## config.mk

```make
export PLATFORM = sky130hd
export DESIGN_NAME = gfs_out_fifo_flat
export DESIGN_NICKNAME = d
export VERILOG_FILES = /design/src/hw/rtl/gaussian_3x3_field_smoother_top_defines.svh /design/src/hw/rtl/gfs_pkg.sv /design/src/hw/rtl/gfs_if.sv /design/src/hw/rtl/gfs_out_fifo.sv /design/src/flat_wrapper.sv
export SDC_FILE = /design/constraint.sdc
export NUM_CORES = 1
export LEC_CHECK = 0
export BUFFER_PORTS_ARGS = -buffer_cell sky130_fd_sc_hd__buf_4
export CAP_MARGIN = 20
export CORE_MARGIN = 5
export CORE_UTILIZATION = 35
export DETAILED_ROUTE_END_ITERATION = 10
export GPL_ROUTABILITY_DRIVEN = 0
export PLACE_DENSITY_LB_ADDON = 0.08
export SLEW_MARGIN = 40
export SYNTH_ARGS = -nofsm -noshare
export SYNTH_HDL_FRONTEND = slang
export SYNTH_SLANG_ARGS = --single-unit
```

## constraint.sdc

```tcl
create_clock -name clk -period 2.9 [get_ports clk]
set_clock_uncertainty 0.05 [all_clocks]
set_input_delay 0.725 -clock clk [delete_from_list [all_inputs] [get_ports clk]]
set_output_delay 0.725 -clock clk [all_outputs]
set_load 0.1 [all_outputs]
```

## src/hw/rtl/gaussian_3x3_field_smoother_top_defines.svh

```systemverilog
// Assertion macros for the 3x3 field smoother.
// Used by files that check their own logic; expects clk and arst_n in scope.
`ifndef GAUSSIAN_3X3_FIELD_SMOOTHER_TOP_DEFINES_SVH
`define GAUSSIAN_3X3_FIELD_SMOOTHER_TOP_DEFINES_SVH

// same-cycle implication
`define GFS_ASSERT(label, ante, cons, msg) \
	label: assert property (@(posedge clk) disable iff (!arst_n) (ante) |-> (cons)) \
		else $error(msg);

// next-cycle implication
`define GFS_ASSERT_NEXT(label, ante, cons, msg) \
	label: assert property (@(posedge clk) disable iff (!arst_n) (ante) |=> (cons)) \
		else $error(msg);

`endif

```

## src/hw/rtl/gfs_pkg.sv

```systemverilog
// Shared types, constants and helpers for the 3x3 field smoother.
// No dependencies.
package gfs_pkg;

	localparam int MAX_WIDTH      = 1024;
	localparam int MAX_HEIGHT     = 1024;
	localparam int SAMPLE_BITS    = 16;
	localparam int DIM_BITS       = 11;
	localparam int COL_BITS       = $clog2(MAX_WIDTH);
	localparam int ROW_BITS       = $clog2(MAX_HEIGHT);
	localparam int IN_ROW_BITS    = ROW_BITS + 1;
	localparam int CFG_INDEX_BITS = 1;
	localparam int CFG_DATA_BITS  = DIM_BITS;
	localparam int LINE_BITS      = 2 * SAMPLE_BITS;

	localparam int COLSUM_BITS    = SAMPLE_BITS + 2;
	localparam int SUM_BITS       = SAMPLE_BITS + 5;
	localparam int NUM_BITS       = SUM_BITS + 1;

	// kernel weight totals: interior, edge, corner
	localparam int WEIGHT_INTERIOR = 16;
	localparam int WEIGHT_EDGE     = 12;
	localparam int WEIGHT_CORNER   = 9;

	// floor(n/3) = (n*RECIP3) >> RECIP3_SHIFT for n < 2^19
	// floor(n/9) = (n*RECIP9) >> RECIP9_SHIFT for n < 2^20
	localparam int QN_BITS       = SAMPLE_BITS + 4;
	localparam int RECIP_BITS    = 21;
	localparam int PROD_BITS     = QN_BITS + RECIP_BITS;
	localparam int RECIP3        = 699051;
	localparam int RECIP3_SHIFT  = 21;
	localparam int RECIP9        = 1864136;
	localparam int RECIP9_SHIFT  = 24;
	localparam int DIV16_SHIFT   = 5;
	localparam int DIV12_PRE     = 3;
	localparam int DIV9_PRE      = 1;

	localparam int FIFO_DEPTH    = 8;
	localparam int FIFO_PTR_BITS = $clog2(FIFO_DEPTH);
	localparam int FIFO_CNT_BITS = FIFO_PTR_BITS + 1;

	localparam logic [SAMPLE_BITS-1:0] SIGN_FLIP = SAMPLE_BITS'(1) << (SAMPLE_BITS - 1);

	typedef logic signed [SAMPLE_BITS-1:0] sample_t;

	typedef enum logic [CFG_INDEX_BITS-1:0] {
		REG_WIDTH  = 1'b0,
		REG_HEIGHT = 1'b1
	} cfg_reg_t;

	typedef enum logic {
		OP_PUSH  = 1'b0,
		OP_DRAIN = 1'b1
	} op_t;

	typedef enum logic [1:0] {
		DIV_16 = 2'd0,
		DIV_12 = 2'd1,
		DIV_9  = 2'd2
	} div_t;

	typedef struct packed {
		logic emit;
		logic pre;
		logic shift;
		logic top;
		logic bot;
		logic left;
		logic right;
		logic last;
	} s1_ctl_t;

	function automatic logic [DIM_BITS-1:0] clamp_dim(input logic [DIM_BITS-1:0] v,
		input logic [DIM_BITS-1:0] hi);
		logic [DIM_BITS-1:0] r;
		if (v < DIM_BITS'(2)) begin
			r = DIM_BITS'(2);
		end else if (v > hi) begin
			r = hi;
		end else begin
			r = v;
		end
		return r;
	endfunction

endpackage

```

## src/hw/rtl/gfs_if.sv

```systemverilog


interface gfs_out_if;
	import gfs_pkg::*;
	logic    valid;
	logic    ready;
	sample_t smoothed;
	logic    last_of_frame;
	modport source (output valid, smoothed, last_of_frame, input ready);
	modport sink (input valid, smoothed, last_of_frame, output ready);
endinterface

```

## src/hw/rtl/gfs_out_fifo.sv

```systemverilog
// Eight-entry result queue driving the output channel.
// Depends on gfs_pkg and gfs_out_if.
module gfs_out_fifo (
	input  logic                              clk,
	input  logic                              arst_n,
	input  logic                              push,
	input  logic                              push_last,
	input  logic [gfs_pkg::SAMPLE_BITS-1:0]   push_smoothed,
	gfs_out_if.source                         result,
	output logic [gfs_pkg::FIFO_CNT_BITS-1:0] cnt
);
	import gfs_pkg::*;

	logic [SAMPLE_BITS-1:0]   data_q [FIFO_DEPTH];
	logic                     last_q [FIFO_DEPTH];
	logic [FIFO_PTR_BITS-1:0] wr_ptr_q, rd_ptr_q;
	logic [FIFO_CNT_BITS-1:0] cnt_q;
	logic                     pop;

	assign pop                  = result.valid && result.ready;
	assign result.valid         = cnt_q != '0;
	assign result.smoothed      = sample_t'(data_q[rd_ptr_q]);
	assign result.last_of_frame = last_q[rd_ptr_q];
	assign cnt                  = cnt_q;

	always_ff @(posedge clk) begin
		if (push) begin
			data_q[wr_ptr_q] <= push_smoothed;
			last_q[wr_ptr_q] <= push_last;
		end
	end

	always_ff @(posedge clk or negedge arst_n) begin
		if (!arst_n) begin
			wr_ptr_q <= '0;
			rd_ptr_q <= '0;
			cnt_q    <= '0;
		end else begin
			if (push) begin
				wr_ptr_q <= wr_ptr_q + FIFO_PTR_BITS'(1);
			end
			if (pop) begin
				rd_ptr_q <= rd_ptr_q + FIFO_PTR_BITS'(1);
			end
			if (push && !pop) begin
				cnt_q <= cnt_q + FIFO_CNT_BITS'(1);
			end else if (pop && !push) begin
				cnt_q <= cnt_q - FIFO_CNT_BITS'(1);
			end
		end
	end

endmodule

```

## src/flat_wrapper.sv

```systemverilog
// flat-port wrapper written by rule: the top's interface ports become plain ports
module gfs_out_fifo_flat import gfs_pkg::*;
  (clk, arst_n, push, push_last, push_smoothed, cnt, result_valid, result_smoothed, result_last_of_frame, result_ready);
  gfs_out_if result_i ();
  input  logic clk;
  input  logic arst_n;
  input  logic push;
  input  logic push_last;
  input  logic [gfs_pkg::SAMPLE_BITS-1:0] push_smoothed;
  output logic [gfs_pkg::FIFO_CNT_BITS-1:0] cnt;
  output wire logic [$bits(result_i.valid)-1:0] result_valid;
  output wire logic [$bits(result_i.smoothed)-1:0] result_smoothed;
  output wire logic [$bits(result_i.last_of_frame)-1:0] result_last_of_frame;
  input wire logic [$bits(result_i.ready)-1:0] result_ready;
  assign result_valid = result_i.valid;
  assign result_smoothed = result_i.smoothed;
  assign result_last_of_frame = result_i.last_of_frame;
  assign result_i.ready = result_ready;
  gfs_out_fifo u_core (.clk(clk), .arst_n(arst_n), .push(push), .push_last(push_last), .push_smoothed(push_smoothed), .result(result_i), .cnt(cnt));
endmodule
```

### After elaboration in Yosys (flattened, before gate mapping)

Memories as Yosys holds them, arrays and structs flattened.
Index checks and enable logic that the tools add are counted.

| word-level totals | value |
|---|---|
| register bits | 10 |
| latch bits | 0 |
| memory bits (writable) | 136 |
| bits in read-only memories | 0 |
| logic and storage cells | 20 |
| memories kept | 2 |

| operators by class | value |
|---|---|
| add/subtract/negate cells | 4 |
| multiply operators | 0 |
| div/mod/pow operators | 0 |
| $lt $le $gt $ge | 0 |
| equal/unequal tests | 0 |
| shift-type cells | 0 |
| mux-type cells | 4 |
| bitwise logic cells | 0 |
| reductions and logical operators | 7 |

Memories:

| name | words | width | read ports | clocked after Yosys merged registers in | wr ports | RTL line | RTL |
|---|---|---|---|---|---|---|---|
| u_core.data_q | 8 | 16 | 1 | 0 | 1 | gfs_out_fifo.sv:14 | `logic [SAMPLE_BITS-1:0] data_q [FIFO_DEPTH];` |
| u_core.last_q | 8 | 1 | 1 | 0 | 1 | gfs_out_fifo.sv:15 | `logic last_q [FIFO_DEPTH];` |

Operator list:

| cell | number |
|---|---|
| 4-bit 2-to-1 mux | 2 |
| 3-bit by 1-bit adder with 3-bit output (second input constant) | 2 |
| 4-bit by 1-bit adder with 4-bit output (second input constant) | 1 |
| 4-bit nonzero test | 1 |
| 4-bit by 1-bit subtractor with 4-bit output (second input constant) | 1 |
| 1-bit logical AND | 3 |
| 1-bit logical NOT | 2 |
| 1-bit 2-to-1 mux | 2 |
| 2-bit nonzero test | 1 |

### Longest topological paths before layout

Gate-level depths: netlist (run 1).

| logic depth | value |
|---|---|
| depth in word-level cells | 5 |
| gate-level depth with buffers | 8 |
| gate-level depth less buffers | 8 |

### Worst setup path after synthesis (run 1)

Ideal clock, no wire load.

| timing | value |
|---|---|
| path kind | register -> register |
| start | register u_core.cnt_q[0] (netlist: u_core.cnt[0]) |
| end | register u_core.cnt_q[3] (netlist: u_core.cnt[3]) |
| library setup time | 131 ps |
| arrival time | 3533 ps |
| slack | -814 ps |
| stages on the path, launching flop included | 9 |
| buffers on the path | 0 |
| period minus slack after synthesis | 3714 ps |
| cell sequence | dfrtp_1 > or4_1 > nand2_1 > ha_1 > inv_1 > ha_1 > or4_1 > o211ai_1 > o211ai_1 |

| on the way | value |
|---|---|
| word-level cells in the longest chain between the ends | 5 |
| elaborated cells on any way between the ends | 10 |

Ends and longest elaborated chain:

| item | RTL line | RTL |
|---|---|---|
| from (decl) | gfs_out_fifo.sv:17 | `logic [FIFO_CNT_BITS-1:0] cnt_q;` |
| from (signal assigned) | gfs_out_fifo.sv:46 | `cnt_q <= cnt_q + FIFO_CNT_BITS'(1);` |
| from (signal assigned) | gfs_out_fifo.sv:48 | `cnt_q <= cnt_q - FIFO_CNT_BITS'(1);` |
| 4-bit nonzero test * | gfs_out_fifo.sv:21 | `assign result.valid = cnt_q != '0;` |
| named net result_valid | flat_wrapper.sv:11 | `output wire logic [$bits(result_i.valid)-1:0] result_valid;` |
| 1-bit logical AND * | gfs_out_fifo.sv:20 | `assign pop = result.valid && result.ready;` |
| 1-bit logical NOT | gfs_out_fifo.sv:45 | `if (push && !pop) begin` |
| 1-bit logical AND | gfs_out_fifo.sv:45 |  |
| 4-bit 2-to-1 mux / 2-bit nonzero test (equally long branches) | - |  |

Mark *: on every way through the listed nets, which the timed path passes. The rest lies on a longest branch. The select of a mux whose other input is x is not followed.
A chain may end at the register's enable or synchronous reset.

### Worst setup path after layout (run 1)

| timing | value |
|---|---|
| start | register u_core.rd_ptr_q[0] |
| end | output result_smoothed[11] |

| on the way | value |
|---|---|
| word-level cells in the longest chain between the ends | 1 |

Ends and longest elaborated chain:

| item | RTL line | RTL |
|---|---|---|
| from (decl) | gfs_out_fifo.sv:16 | `logic [FIFO_PTR_BITS-1:0] wr_ptr_q, rd_ptr_q;` |
| from (signal assigned) | gfs_out_fifo.sv:43 | `rd_ptr_q <= rd_ptr_q + FIFO_PTR_BITS'(1);` |
| memory read 8 x 16 bit | - |  |
| to (decl) | flat_wrapper.sv:12 | `output wire logic [$bits(result_i.smoothed)-1:0] result_smoothed;` |

No other way between the ends.

==> metrics.txt, run 1 <==
# TYPE chip_impl_metric gauge
chip_impl_info{name="status",value="completed"} 1
chip_impl_metric{name="worst_skew_pair.late_latency",unit="ns"} 0.40
chip_impl_info{name="cp-start-kind",value="flip-flop"} 1
chip_impl_info{name="cp_slowest_cell",value="sky130_fd_sc_hd__mux4_1"} 1
chip_impl_metric{name="grt_pass1_wl",unit="µm"} 17600
chip_impl_info{name="critical_path_class",value="flip-flop to primary output"} 1
chip_impl_info{name="critical_path.reg2reg.startpoint",value="u_core.cnt[2]"} 1
chip_impl_metric{name="residual_antenna_violating_net_count_after_detailed_routing",unit=""} 0
chip_impl_metric{name="mappedNetlistNets",unit=""} 283
chip_impl_metric{name="grt_pass1_vias",unit=""} 2922
chip_impl_metric{name="synthDistinctLibCells",unit=""} 28
chip_impl_metric{name="critical_path.max_stage_delay",unit="ns"} 0.56
chip_impl_metric{name="hpwl",unit="µm"} 6720
chip_impl_metric{name="core-area",unit="µm²"} 16400
chip_impl_metric{name="detail_route.wirelength",unit="µm"} 11700
chip_impl_metric{name="floorplan.die.height",unit="µm"} 139
chip_impl_metric{name="synthesis.area_per_instance",unit="µm²"} 22.7
chip_impl_metric{name="met2_wirelength",unit="µm"} 5660
chip_impl_metric{name="gr-usage-all-layers",unit="%"} 12.3
chip_impl_metric{name="design.die.area",unit="µm²"} 19300
chip_impl_info{name="timing.critical_path.cells",value="buf_12, buf_12, mux4_1, mux2_4, buf_8"} 1
chip_impl_metric{name="fin_nets",unit=""} 355
chip_impl_metric{name="timing.max_cap.violations",unit=""} 0
chip_impl_metric{name="routedLengthMet1",unit="µm"} 5600
chip_impl_metric{name="seqCellArea",unit="µm²"} 4350
chip_impl_metric{name="htree_levels",unit=""} 4
chip_impl_metric{name="nFillCells",unit=""} 1394
chip_impl_info{name="cts_tree",value="done"} 1
chip_impl_metric{name="initial_core_util",unit="%"} 35.4
chip_impl_metric{name="cts_num_sinks",unit=""} 146
chip_impl_metric{name="timing.final.crit_share",unit="%"} 99.3
chip_impl_metric{name="vias_per_cell",unit=""} 4.87
chip_impl_metric{name="finalNonFillerCells",unit=""} 561
chip_impl_metric{name="final_design_area_no_fill",unit="µm²"} 7400
chip_impl_info{name="worst_hold_path_type",value="input pin to async pin"} 1
chip_impl_metric{name="met3WireLength",unit="µm"} 307
chip_impl_metric{name="tightestPinTransition",unit="ns"} 0.570
chip_impl_metric{name="timing.final.hold_violations",unit=""} 0
chip_impl_metric{name="max_clock_freq",unit="MHz"} 347
chip_impl_metric{name="final_layout_worst_hold_slack",unit="ns"} 0.0914
chip_impl_metric{name="critical_path_arrival",unit="ns"} 2.10
chip_impl_metric{name="critical_path_buf_inv_count",unit=""} 3
chip_impl_info{name="grt_setup_unrepaired",value="true"} 1
chip_impl_metric{name="maxSlewViolCount",unit=""} 0
chip_impl_info{name="worst_path_dominant_cell_family",value="multiplexers"} 1
chip_impl_metric{name="placedCellCount",unit=""} 525
chip_impl_metric{name="aggregate_global_routing_overflow",unit=""} 0
chip_impl_metric{name="setup_violations",unit=""} 0
chip_impl_metric{name="post-route-drc-count",unit=""} 0
chip_impl_metric{name="cts-buffers-inserted",unit=""} 17
chip_impl_metric{name="synth-seq-area-share",unit="%"} 74.7
chip_impl_metric{name="port_buffers",unit=""} 42
chip_impl_metric{name="warnings_synthesis",unit=""} 0
chip_impl_metric{name="netlist_area",unit="µm²"} 5800
chip_impl_metric{name="layout_setup_ws",unit="ns"} 0.0203
chip_impl_info{name="critical_path.reg2reg.endpoint",value="u_core.cnt[3]"} 1
chip_impl_info{name="maxUsedRoutingLayer",value="met4"} 1
chip_impl_info{name="clk_root_buffer_cell",value="sky130_fd_sc_hd__clkbuf_16"} 1
chip_impl_metric{name="cts.path.max_buffers",unit=""} 2
chip_impl_metric{name="via_count",unit=""} 2733
chip_impl_metric{name="place_area",unit="µm²"} 6530
chip_impl_info{name="crit_path_end_kind",value="primary output"} 1
chip_impl_metric{name="drt-initial-drc-count",unit=""} 138
chip_impl_metric{name="drt_first_pass_iters",unit=""} 4
chip_impl_metric{name="synthesis_stage_register_bit_count",unit=""} 146
chip_impl_metric{name="min_period",unit="ns"} 2.88
chip_impl_metric{name="detail_route.wl_per_cell",unit="µm"} 20.9
chip_impl_metric{name="worst_r2r_path_depth",unit=""} 8
chip_impl_metric{name="data_required_time_at_the_worst_endpoint",unit="ns"} 2.12
chip_impl_metric{name="cts_hold_buf",unit=""} 0
chip_impl_metric{name="multi_input_comb_area",unit="µm²"} 1440
chip_impl_metric{name="floorplan.die.width",unit="µm"} 139
chip_impl_metric{name="grt_antenna_before_repair",unit=""} 0
chip_impl_metric{name="area_growth",unit="%"} 27.4
chip_impl_info{name="timing.critical_path.mode_cell",value="sky130_fd_sc_hd__buf_12"} 1
chip_impl_metric{name="antenna_cells",unit=""} 0
chip_impl_metric{name="pin_count",unit=""} 43
chip_impl_metric{name="post_place_setup_slack",unit="ns"} 0.287
chip_impl_metric{name="clkTransAtPathRegs",unit="ns"} 0.06
chip_impl_metric{name="synthCells",unit=""} 256
chip_impl_metric{name="regToRegSetupSlack",unit="ns"} 0.30
chip_impl_metric{name="rows",unit=""} 47
chip_impl_metric{name="grt_max_degree",unit=""} 31
chip_impl_metric{name="layout-drive-gt1-share",unit="%"} 41.3
chip_impl_metric{name="timing.max_slew.rel_slack",unit="%"} 61.8
chip_impl_metric{name="path_max_fanout",unit=""} 9
## cell usage in the layout (no fill, tap or decap), drive strengths merged, types with 5 or more instances in the layout
| cell | instances |
|---|---|
| edfxtp | 136 |
| buf | 62 |
| mux4 | 34 |
| mux2 | 20 |
| clkbuf | 19 |
| dfrtp | 10 |
| clkinv | 7 |
| nand2 | 6 |
| nor2 | 6 |
| xnor2 | 5 |
| bufinv | 5 |
| ha | 5 |
## per-layer routing
metal | global-route usage (%) | vias to the layer above
met4 | 4.63 | 0
met2 | 19.5 | 50
met1 | 16.7 | 1443
met5 | 0 | -
met3 | 2.86 | 13
li1 | - | 1227
## sequential cells by signal, indices dropped and copies added, names as in the netlist
signal	flops
u_core.last_q	8
u_core.data_q	128
u_core.wr_ptr_q	3
u_core.rd_ptr_q	3
u_core.cnt	4
## layout make-up
| type | count | area share [%] |
|---|---|---|
| Clock buffer | 17 | 5.75 |
| Clock inverter | 15 | 2.91 |
| Inverter | 1 | 0.0507 |
| Multi-Input combinational cell | 98 | 19.4 |
| Sequential cell | 146 | 58.7 |
| Tap cell | 220 | 3.72 |
| Timing Repair Buffer | 64 | 9.42 |
## through the flow
step / setup TNS [ns] / util, %
2_1_floorplan: 0 / -
3_3_place_gp: 0 / 39.8
3_5_place_dp: 0 / 39.8
4_1_cts: -0.0467 / 44.0
5_1_grt: -0.276 / 45.1
6_report: 0 / 45.1
## timing repair
action / CTS / global route
pin swaps: 0 / 0
cloned: 0 / 3
setup buffers: 0 / 1
resized for setup: 11 / 35
endpoints found under the setup margin: 10 / 15
## synth_stat cells
library cell	instances	area, µm²
sky130_fd_sc_hd__a2111o_1	1	11.3
sky130_fd_sc_hd__nand2b_1	3	18.8
sky130_fd_sc_hd__mux2_2	20	225
sky130_fd_sc_hd__o21ai_0	1	5.00
sky130_fd_sc_hd__mux4_1	24	631
sky130_fd_sc_hd__buf_2	3	15.0
sky130_fd_sc_hd__ha_1	5	62.6
sky130_fd_sc_hd__or4_1	2	15.0
sky130_fd_sc_hd__nand3_1	3	15.0
sky130_fd_sc_hd__o211ai_1	2	15.0
sky130_fd_sc_hd__nor3_1	3	15.0
sky130_fd_sc_hd__dfrtp_1	10	250
sky130_fd_sc_hd__nand3b_1	1	7.51
sky130_fd_sc_hd__buf_1	1	3.75
sky130_fd_sc_hd__xor2_1	1	8.76
sky130_fd_sc_hd__clkbuf_2	1	5.00
sky130_fd_sc_hd__or3_1	1	6.26
sky130_fd_sc_hd__clkbuf_1	2	7.51
sky130_fd_sc_hd__mux2i_1	1	10.0
sky130_fd_sc_hd__a21oi_1	2	10.0
sky130_fd_sc_hd__nand2_1	6	22.5
sky130_fd_sc_hd__edfxtp_1	136	4080
sky130_fd_sc_hd__nor2_1	6	22.5
sky130_fd_sc_hd__buf_6	4	45.0
sky130_fd_sc_hd__xnor2_1	5	43.8
sky130_fd_sc_hd__inv_1	1	3.75
sky130_fd_sc_hd__mux4_2	10	225
sky130_fd_sc_hd__fa_1	1	20.0
## worst max path at each step
| stage | slack [ns] | end | from | depth (start not counted) |
|---|---|---|---|---|
| final | 0.02 | result_smoothed[11] | u_core.rd_ptr_q[0] | 5 |
| after global routing | -0.05 | result_smoothed[8] | u_core.rd_ptr_q[0] | 5 |
| after CTS | -0.01 | result_smoothed[13] | u_core.rd_ptr_q[0] | 4 |
| after detailed placement | 0.29 | u_core.cnt[3] | u_core.cnt[2] | 8 |
| after global placement | 0.31 | u_core.cnt[3] | u_core.cnt[2] | 8 |
| after floorplan | 0.008 | u_core.cnt[3] | u_core.cnt[2] | 8 |
## cells by family after synthesis
group	share of synthesized area, %
multiplexers	18.8
AO/OA/AOI/OAI	0.711
AND/OR/NAND/NOR	2.11
XOR/XNOR	0.905
buffers and inverters	1.38
adder cells (fa/ha/maj)	1.42
flip-flops	74.7
Power of run 1 is left out: the tool's default activity adds up to more than one toggle a clock period on the data nets, which glitch-free logic cannot reach.
==> run 2: changes to the inputs <==
- CORE_ASPECT_RATIO: unset -> 1.4
- CORE_UTILIZATION: 35 -> 59
==> run 2 against run 1 <==
Net effect:
- final cell count decreased by 16%
- sequential share of layout area increased by 2.7 points
- flip-flop and latch count unchanged
- first-iteration DRC count decreased by 5.1%
- critical endpoint is now result_smoothed[4]
- highest routed layer unchanged
- worst hold slack improved by 0.00069 ns
==> metrics.txt, run 2 (same netlist as run 1, synthesis figures left out) <==
# TYPE chip_impl_metric gauge
chip_impl_metric{name="min_period",unit="ns"} 2.88
chip_impl_metric{name="path_max_fanout",unit=""} 24
chip_impl_metric{name="tightestPinTransition",unit="ns"} 0.596
chip_impl_metric{name="drt_first_pass_iters",unit=""} 4
chip_impl_metric{name="via_count",unit=""} 2726
chip_impl_metric{name="maxSlewViolCount",unit=""} 0
chip_impl_metric{name="fin_nets",unit=""} 354
chip_impl_metric{name="rows",unit=""} 42
chip_impl_metric{name="timing.max_cap.violations",unit=""} 0
chip_impl_metric{name="largest_reg_flops",unit=""} 128
chip_impl_info{name="crit_path_end_kind",value="primary output"} 1
chip_impl_metric{name="htree_levels",unit=""} 4
chip_impl_metric{name="detail_route.wl_per_cell",unit="µm"} 21.6
chip_impl_metric{name="post-route-drc-count",unit=""} 0
chip_impl_metric{name="cts-buffers-inserted",unit=""} 17
chip_impl_metric{name="area_growth",unit="%"} 21.8
chip_impl_metric{name="core-area",unit="µm²"} 9560
chip_impl_metric{name="layout-drive-gt1-share",unit="%"} 41.3
chip_impl_metric{name="data_required_time_at_the_worst_endpoint",unit="ns"} 2.12
chip_impl_metric{name="max_clock_freq",unit="MHz"} 347
chip_impl_info{name="cts_tree",value="done"} 1
chip_impl_metric{name="antenna_cells",unit=""} 0
chip_impl_metric{name="port_buffers",unit=""} 42
chip_impl_metric{name="clkTransAtPathRegs",unit="ns"} 0.05
chip_impl_metric{name="grt_pass1_wl",unit="µm"} 16100
chip_impl_info{name="worst_hold_path_type",value="input pin to async pin"} 1
chip_impl_metric{name="floorplan.die.width",unit="µm"} 93.8
chip_impl_metric{name="residual_antenna_violating_net_count_after_detailed_routing",unit=""} 0
chip_impl_info{name="cp-start-kind",value="flip-flop"} 1
chip_impl_metric{name="post-cts-setup-buffer-count",unit=""} 0
chip_impl_metric{name="detail_route.wirelength",unit="µm"} 10200
chip_impl_metric{name="vias_per_cell",unit=""} 5.79
chip_impl_info{name="layout_commonest_cell",value="sky130_fd_sc_hd__edfxtp_1"} 1
chip_impl_metric{name="timing.final.hold_violations",unit=""} 0
chip_impl_metric{name="aggregate_global_routing_overflow",unit=""} 0
chip_impl_info{name="critical_path_class",value="flip-flop to primary output"} 1
chip_impl_metric{name="grt_antenna_before_repair",unit=""} 0
chip_impl_info{name="cp_slowest_cell",value="sky130_fd_sc_hd__mux4_1"} 1
chip_impl_info{name="grt_setup_unrepaired",value="true"} 1
chip_impl_metric{name="design.die.area",unit="µm²"} 11900
chip_impl_metric{name="drt-initial-drc-count",unit=""} 131
chip_impl_metric{name="timing.final.crit_share",unit="%"} 99.5
chip_impl_metric{name="initial_core_util",unit="%"} 60.7
chip_impl_metric{name="cts_hold_buf",unit=""} 0
chip_impl_metric{name="setup_violations",unit=""} 0
chip_impl_metric{name="timing.max_slew.rel_slack",unit="%"} 60.1
chip_impl_metric{name="worst_skew_pair.late_latency",unit="ns"} 0.41
chip_impl_metric{name="pin_count",unit=""} 43
chip_impl_info{name="registers.top_by_ff_count",value="u_core.data_q"} 1
chip_impl_metric{name="critical_path.max_stage_delay",unit="ns"} 0.58
chip_impl_metric{name="cts.path.max_buffers",unit=""} 2
chip_impl_metric{name="grt_pass1_vias",unit=""} 2889
chip_impl_metric{name="cts_num_sinks",unit=""} 146
chip_impl_info{name="status",value="completed"} 1
chip_impl_metric{name="grt_max_degree",unit=""} 27
chip_impl_metric{name="final.setup.tns",unit="ns"} 0
chip_impl_info{name="clk_root_buffer_cell",value="sky130_fd_sc_hd__clkbuf_16"} 1
chip_impl_metric{name="gr-usage-all-layers",unit="%"} 18.9
chip_impl_info{name="mostFrequentLayoutCells",value="sky130_fd_sc_hd__edfxtp_1 (136), sky130_fd_sc_hd__buf_4 (49), sky130_fd_sc_hd__mux2_2 (20)"} 1
chip_impl_metric{name="floorplan.die.height",unit="µm"} 127
chip_impl_metric{name="critical_path_arrival",unit="ns"} 2.11
chip_impl_metric{name="hpwl",unit="µm"} 6350
chip_impl_info{name="timing.critical_path.cells",value="buf_12, mux4_1, mux2_2, buf_6"} 1
## run 2: critical path: cells and delay by family, from the launching register on
| kind | cells | cell delay [ns] |
|---|---|---|
| flops | 1 | 0.41 |
| buf+inv | 2 | 0.40 |
| mux | 2 | 0.87 |
## run 2: stage by stage
stage | util, % | hold slack [ns] | area [µm²] | setup WS (ns) | std cells
finish | 73.9 | 0.0921 | 7070 | 0.0155 | 471
global route | 73.9 | 0.0834 | 7070 | -0.0589 | 471
CTS | 73.9 | 0.0770 | 7070 | -0.0226 | 471
detailed placement | 67.2 | 0.497 | 6430 | 0.243 | 440
global placement | 67.2 | 0.483 | 6430 | 0.323 | 440
floorplan | - | 0.379 | 5840 | 0.00781 | 256
## run 2: worst paths after layout
kind | cells past startpoint | slack, ns | startpoint | endpoint
setup / recovery | 4 | 0.02 | u_core.rd_ptr_q[0] | result_smoothed[4]
hold / removal | 1 | 0.09 | arst_n | u_core.cnt[0]
setup reg to reg | 8 | 0.23 | u_core.cnt[2] | u_core.cnt[3]
hold reg to reg | 1 | 0.51 | u_core.wr_ptr_q[1] | u_core.wr_ptr_q[1]
max in group asynchronous | 1 | 2.54 | arst_n | u_core.cnt[2]
min in group clk | 1 | 0.49 | push_smoothed[10] | u_core.data_q[6][10]
## run 2: per-layer routing
layer / vias up / track usage (%) / wire (µm)
met5: - / 0 / 0
met4: 0 / 6.38 / 173
met3: 19 / 6.18 / 376
met2: 57 / 30.1 / 5270
met1: 1427 / 24.7 / 4350
li1: 1223 / - / -
## run 2: final cells by class
class                   instances  area, µm²
flip-flops and latches        146       4350
fillers                       586       2500
multi-input cells              98       1400
repair buffers                 63        538
clock buffers                  17        425
clock inverters                14        185
well taps                     132        165
inverters                       1       3.75
## run 2: what timing repair did
action	CTS	global route
endpoints found under the setup margin	14	16
resized for setup	11	9
hold endpoints to repair	0	0
cloned	0	0
Power of run 2 is left out for the same reason.
==> run 3: changes to the inputs <==
- CORE_MARGIN: 5 -> 8
- SKIP_CTS_REPAIR_TIMING: unset -> 1
==> run 3 against run 2 <==
Net effect:
- die area rose by 11%
- via count decreased by 2.2%
- maximum frequency up 1.2%
- critical path depth did not move
- sequential share of layout area decreased by 0.39 points
==> metrics.txt, run 3 (same netlist as run 1, synthesis figures left out) <==
# TYPE chip_impl_metric gauge
chip_impl_metric{name="layout-drive-gt1-share",unit="%"} 39.1
chip_impl_info{name="grt_setup_unrepaired",value="true"} 1
chip_impl_metric{name="placedCellCount",unit=""} 441
chip_impl_metric{name="min_period",unit="ns"} 2.85
chip_impl_info{name="cts_tree",value="done"} 1
chip_impl_metric{name="fin_nets",unit=""} 352
chip_impl_info{name="status",value="completed"} 1
chip_impl_metric{name="htree_levels",unit=""} 4
chip_impl_info{name="mostFrequentLayoutCells",value="sky130_fd_sc_hd__edfxtp_1 (136), sky130_fd_sc_hd__buf_4 (43), sky130_fd_sc_hd__mux4_1 (24)"} 1
chip_impl_metric{name="critical_path.max_stage_delay",unit="ns"} 0.57
chip_impl_metric{name="residual_antenna_violating_net_count_after_detailed_routing",unit=""} 0
chip_impl_info{name="crit_path_end_kind",value="primary output"} 1
chip_impl_metric{name="drt-initial-drc-count",unit=""} 159
chip_impl_metric{name="core-area",unit="µm²"} 9740
chip_impl_metric{name="seqCellArea",unit="µm²"} 4350
chip_impl_metric{name="gr-usage-all-layers",unit="%"} 16.8
chip_impl_metric{name="timing.max_slew.rel_slack",unit="%"} 68.9
chip_impl_metric{name="detail_route.wl_per_cell",unit="µm"} 21.9
chip_impl_info{name="layout_commonest_cell",value="sky130_fd_sc_hd__edfxtp_1"} 1
chip_impl_info{name="cp_slowest_cell",value="sky130_fd_sc_hd__mux4_1"} 1
chip_impl_metric{name="initial_core_util",unit="%"} 59.6
chip_impl_metric{name="hpwl",unit="µm"} 6530
chip_impl_metric{name="pin_count",unit=""} 43
chip_impl_metric{name="rows",unit=""} 43
chip_impl_metric{name="critical_path_buf_inv_count",unit=""} 2
chip_impl_info{name="critical_path_class",value="flip-flop to primary output"} 1
chip_impl_metric{name="worst_skew_pair.late_latency",unit="ns"} 0.41
chip_impl_info{name="registers.top_by_ff_count",value="u_core.data_q"} 1
chip_impl_metric{name="timing.max_cap.violations",unit=""} 0
chip_impl_metric{name="area_growth",unit="%"} 22.5
chip_impl_metric{name="floorplan.die.width",unit="µm"} 99.8
chip_impl_info{name="timing.critical_path.cells",value="buf_12, mux4_1, mux2_2, buf_6"} 1
chip_impl_metric{name="detail_route.wirelength",unit="µm"} 10400
chip_impl_metric{name="clkTransAtPathRegs",unit="ns"} 0.06
chip_impl_metric{name="data_required_time_at_the_worst_endpoint",unit="ns"} 2.12
chip_impl_metric{name="tightestPinTransition",unit="ns"} 0.465
chip_impl_metric{name="largest_reg_flops",unit=""} 128
chip_impl_metric{name="design.die.area",unit="µm²"} 13300
chip_impl_metric{name="timing.final.crit_share",unit="%"} 98.3
chip_impl_metric{name="grt_pass1_vias",unit=""} 2892
chip_impl_info{name="worst_path_dominant_cell_family",value="multiplexers"} 1
chip_impl_metric{name="critical_path_arrival",unit="ns"} 2.08
chip_impl_metric{name="setup_violations",unit=""} 0
chip_impl_metric{name="path_max_fanout",unit=""} 18
chip_impl_metric{name="post-route-drc-count",unit=""} 0
chip_impl_metric{name="antenna_cells",unit=""} 0
chip_impl_metric{name="cts_num_sinks",unit=""} 146
chip_impl_metric{name="nFillCells",unit=""} 576
chip_impl_metric{name="drt_first_pass_iters",unit=""} 4
chip_impl_metric{name="multi_input_comb_area",unit="µm²"} 1430
chip_impl_metric{name="port_buffers",unit=""} 42
chip_impl_metric{name="timing.final.hold_violations",unit=""} 0
chip_impl_metric{name="max_clock_freq",unit="MHz"} 351
chip_impl_metric{name="floorplan.die.height",unit="µm"} 133
chip_impl_metric{name="via_count",unit=""} 2667
chip_impl_metric{name="vias_per_cell",unit=""} 5.64
chip_impl_info{name="clk_root_buffer_cell",value="sky130_fd_sc_hd__clkbuf_16"} 1
chip_impl_metric{name="cts-buffers-inserted",unit=""} 17
chip_impl_metric{name="grt_antenna_before_repair",unit=""} 0
chip_impl_metric{name="grt_max_degree",unit=""} 24
chip_impl_metric{name="finalNonFillerCells",unit=""} 473
chip_impl_metric{name="aggregate_global_routing_overflow",unit=""} 0
chip_impl_metric{name="maxSlewViolCount",unit=""} 0
chip_impl_metric{name="cts.path.max_buffers",unit=""} 2
chip_impl_info{name="cp-start-kind",value="flip-flop"} 1
chip_impl_metric{name="grt_pass1_wl",unit="µm"} 16200
chip_impl_info{name="worst_hold_path_type",value="input pin to async pin"} 1
[run 3: cell count changes in the layout (fill, tap and decap cells not counted), sizes merged]
cell      before  now
buf           63   61
clkinvlp       2    4
clkbuf        17   18
clkinv         6    5
inv            3    2
[run 3: layout make-up]
cell class	count	share of cell area, %
inverter	1	0.0528
multi-input combinational	98	20.1
clock inverter	14	2.62
clock buffer	18	6.03
sequential	146	61.1
tap	135	2.38
timing repair buffer	61	7.76
[run 3: per-layer routing]
| layer | share of wire, % | GRT usage (%) |
|---|---|---|
| met5 | 0 | 0 |
| met4 | 1.6 | 7.09 |
| met3 | 4.7 | 5.01 |
| met1 | 40 | 19.1 |
| met2 | 54 | 28.4 |
[run 3: metrics by stage]
step	worst slack [ns]	instance area (µm²)	util (%)	setup TNS (ns)	hold WS (ns)
2_1_floorplan	0.00781	5840	-	0	0.379
3_3_place_gp	0.344	6440	66.1	0	0.487
3_5_place_dp	0.282	6440	66.1	0	0.514
4_1_cts	-0.0290	7060	72.5	-0.0593	0.0720
5_1_grt	-0.0206	7110	73.0	-0.0492	0.0736
6_report	0.0485	7110	73.0	0	0.0823
[run 3: final timing paths]
kind	depth (start not counted)	to	slack (ns)	start
worst max-delay path	4	result_smoothed[6]	0.05	u_core.rd_ptr_q[0]
worst min-delay path	1	u_core.cnt[2]	0.08	arst_n
worst max register to register	8	u_core.cnt[3]	0.25	u_core.cnt[2]
worst min register to register	1	u_core.wr_ptr_q[1]	0.52	u_core.wr_ptr_q[1]
max in group asynchronous	1	u_core.rd_ptr_q[0]	2.55	arst_n
min in group clk	1	u_core.data_q[4][11]	0.49	push_smoothed[11]
Power of run 3 is left out for the same reason.
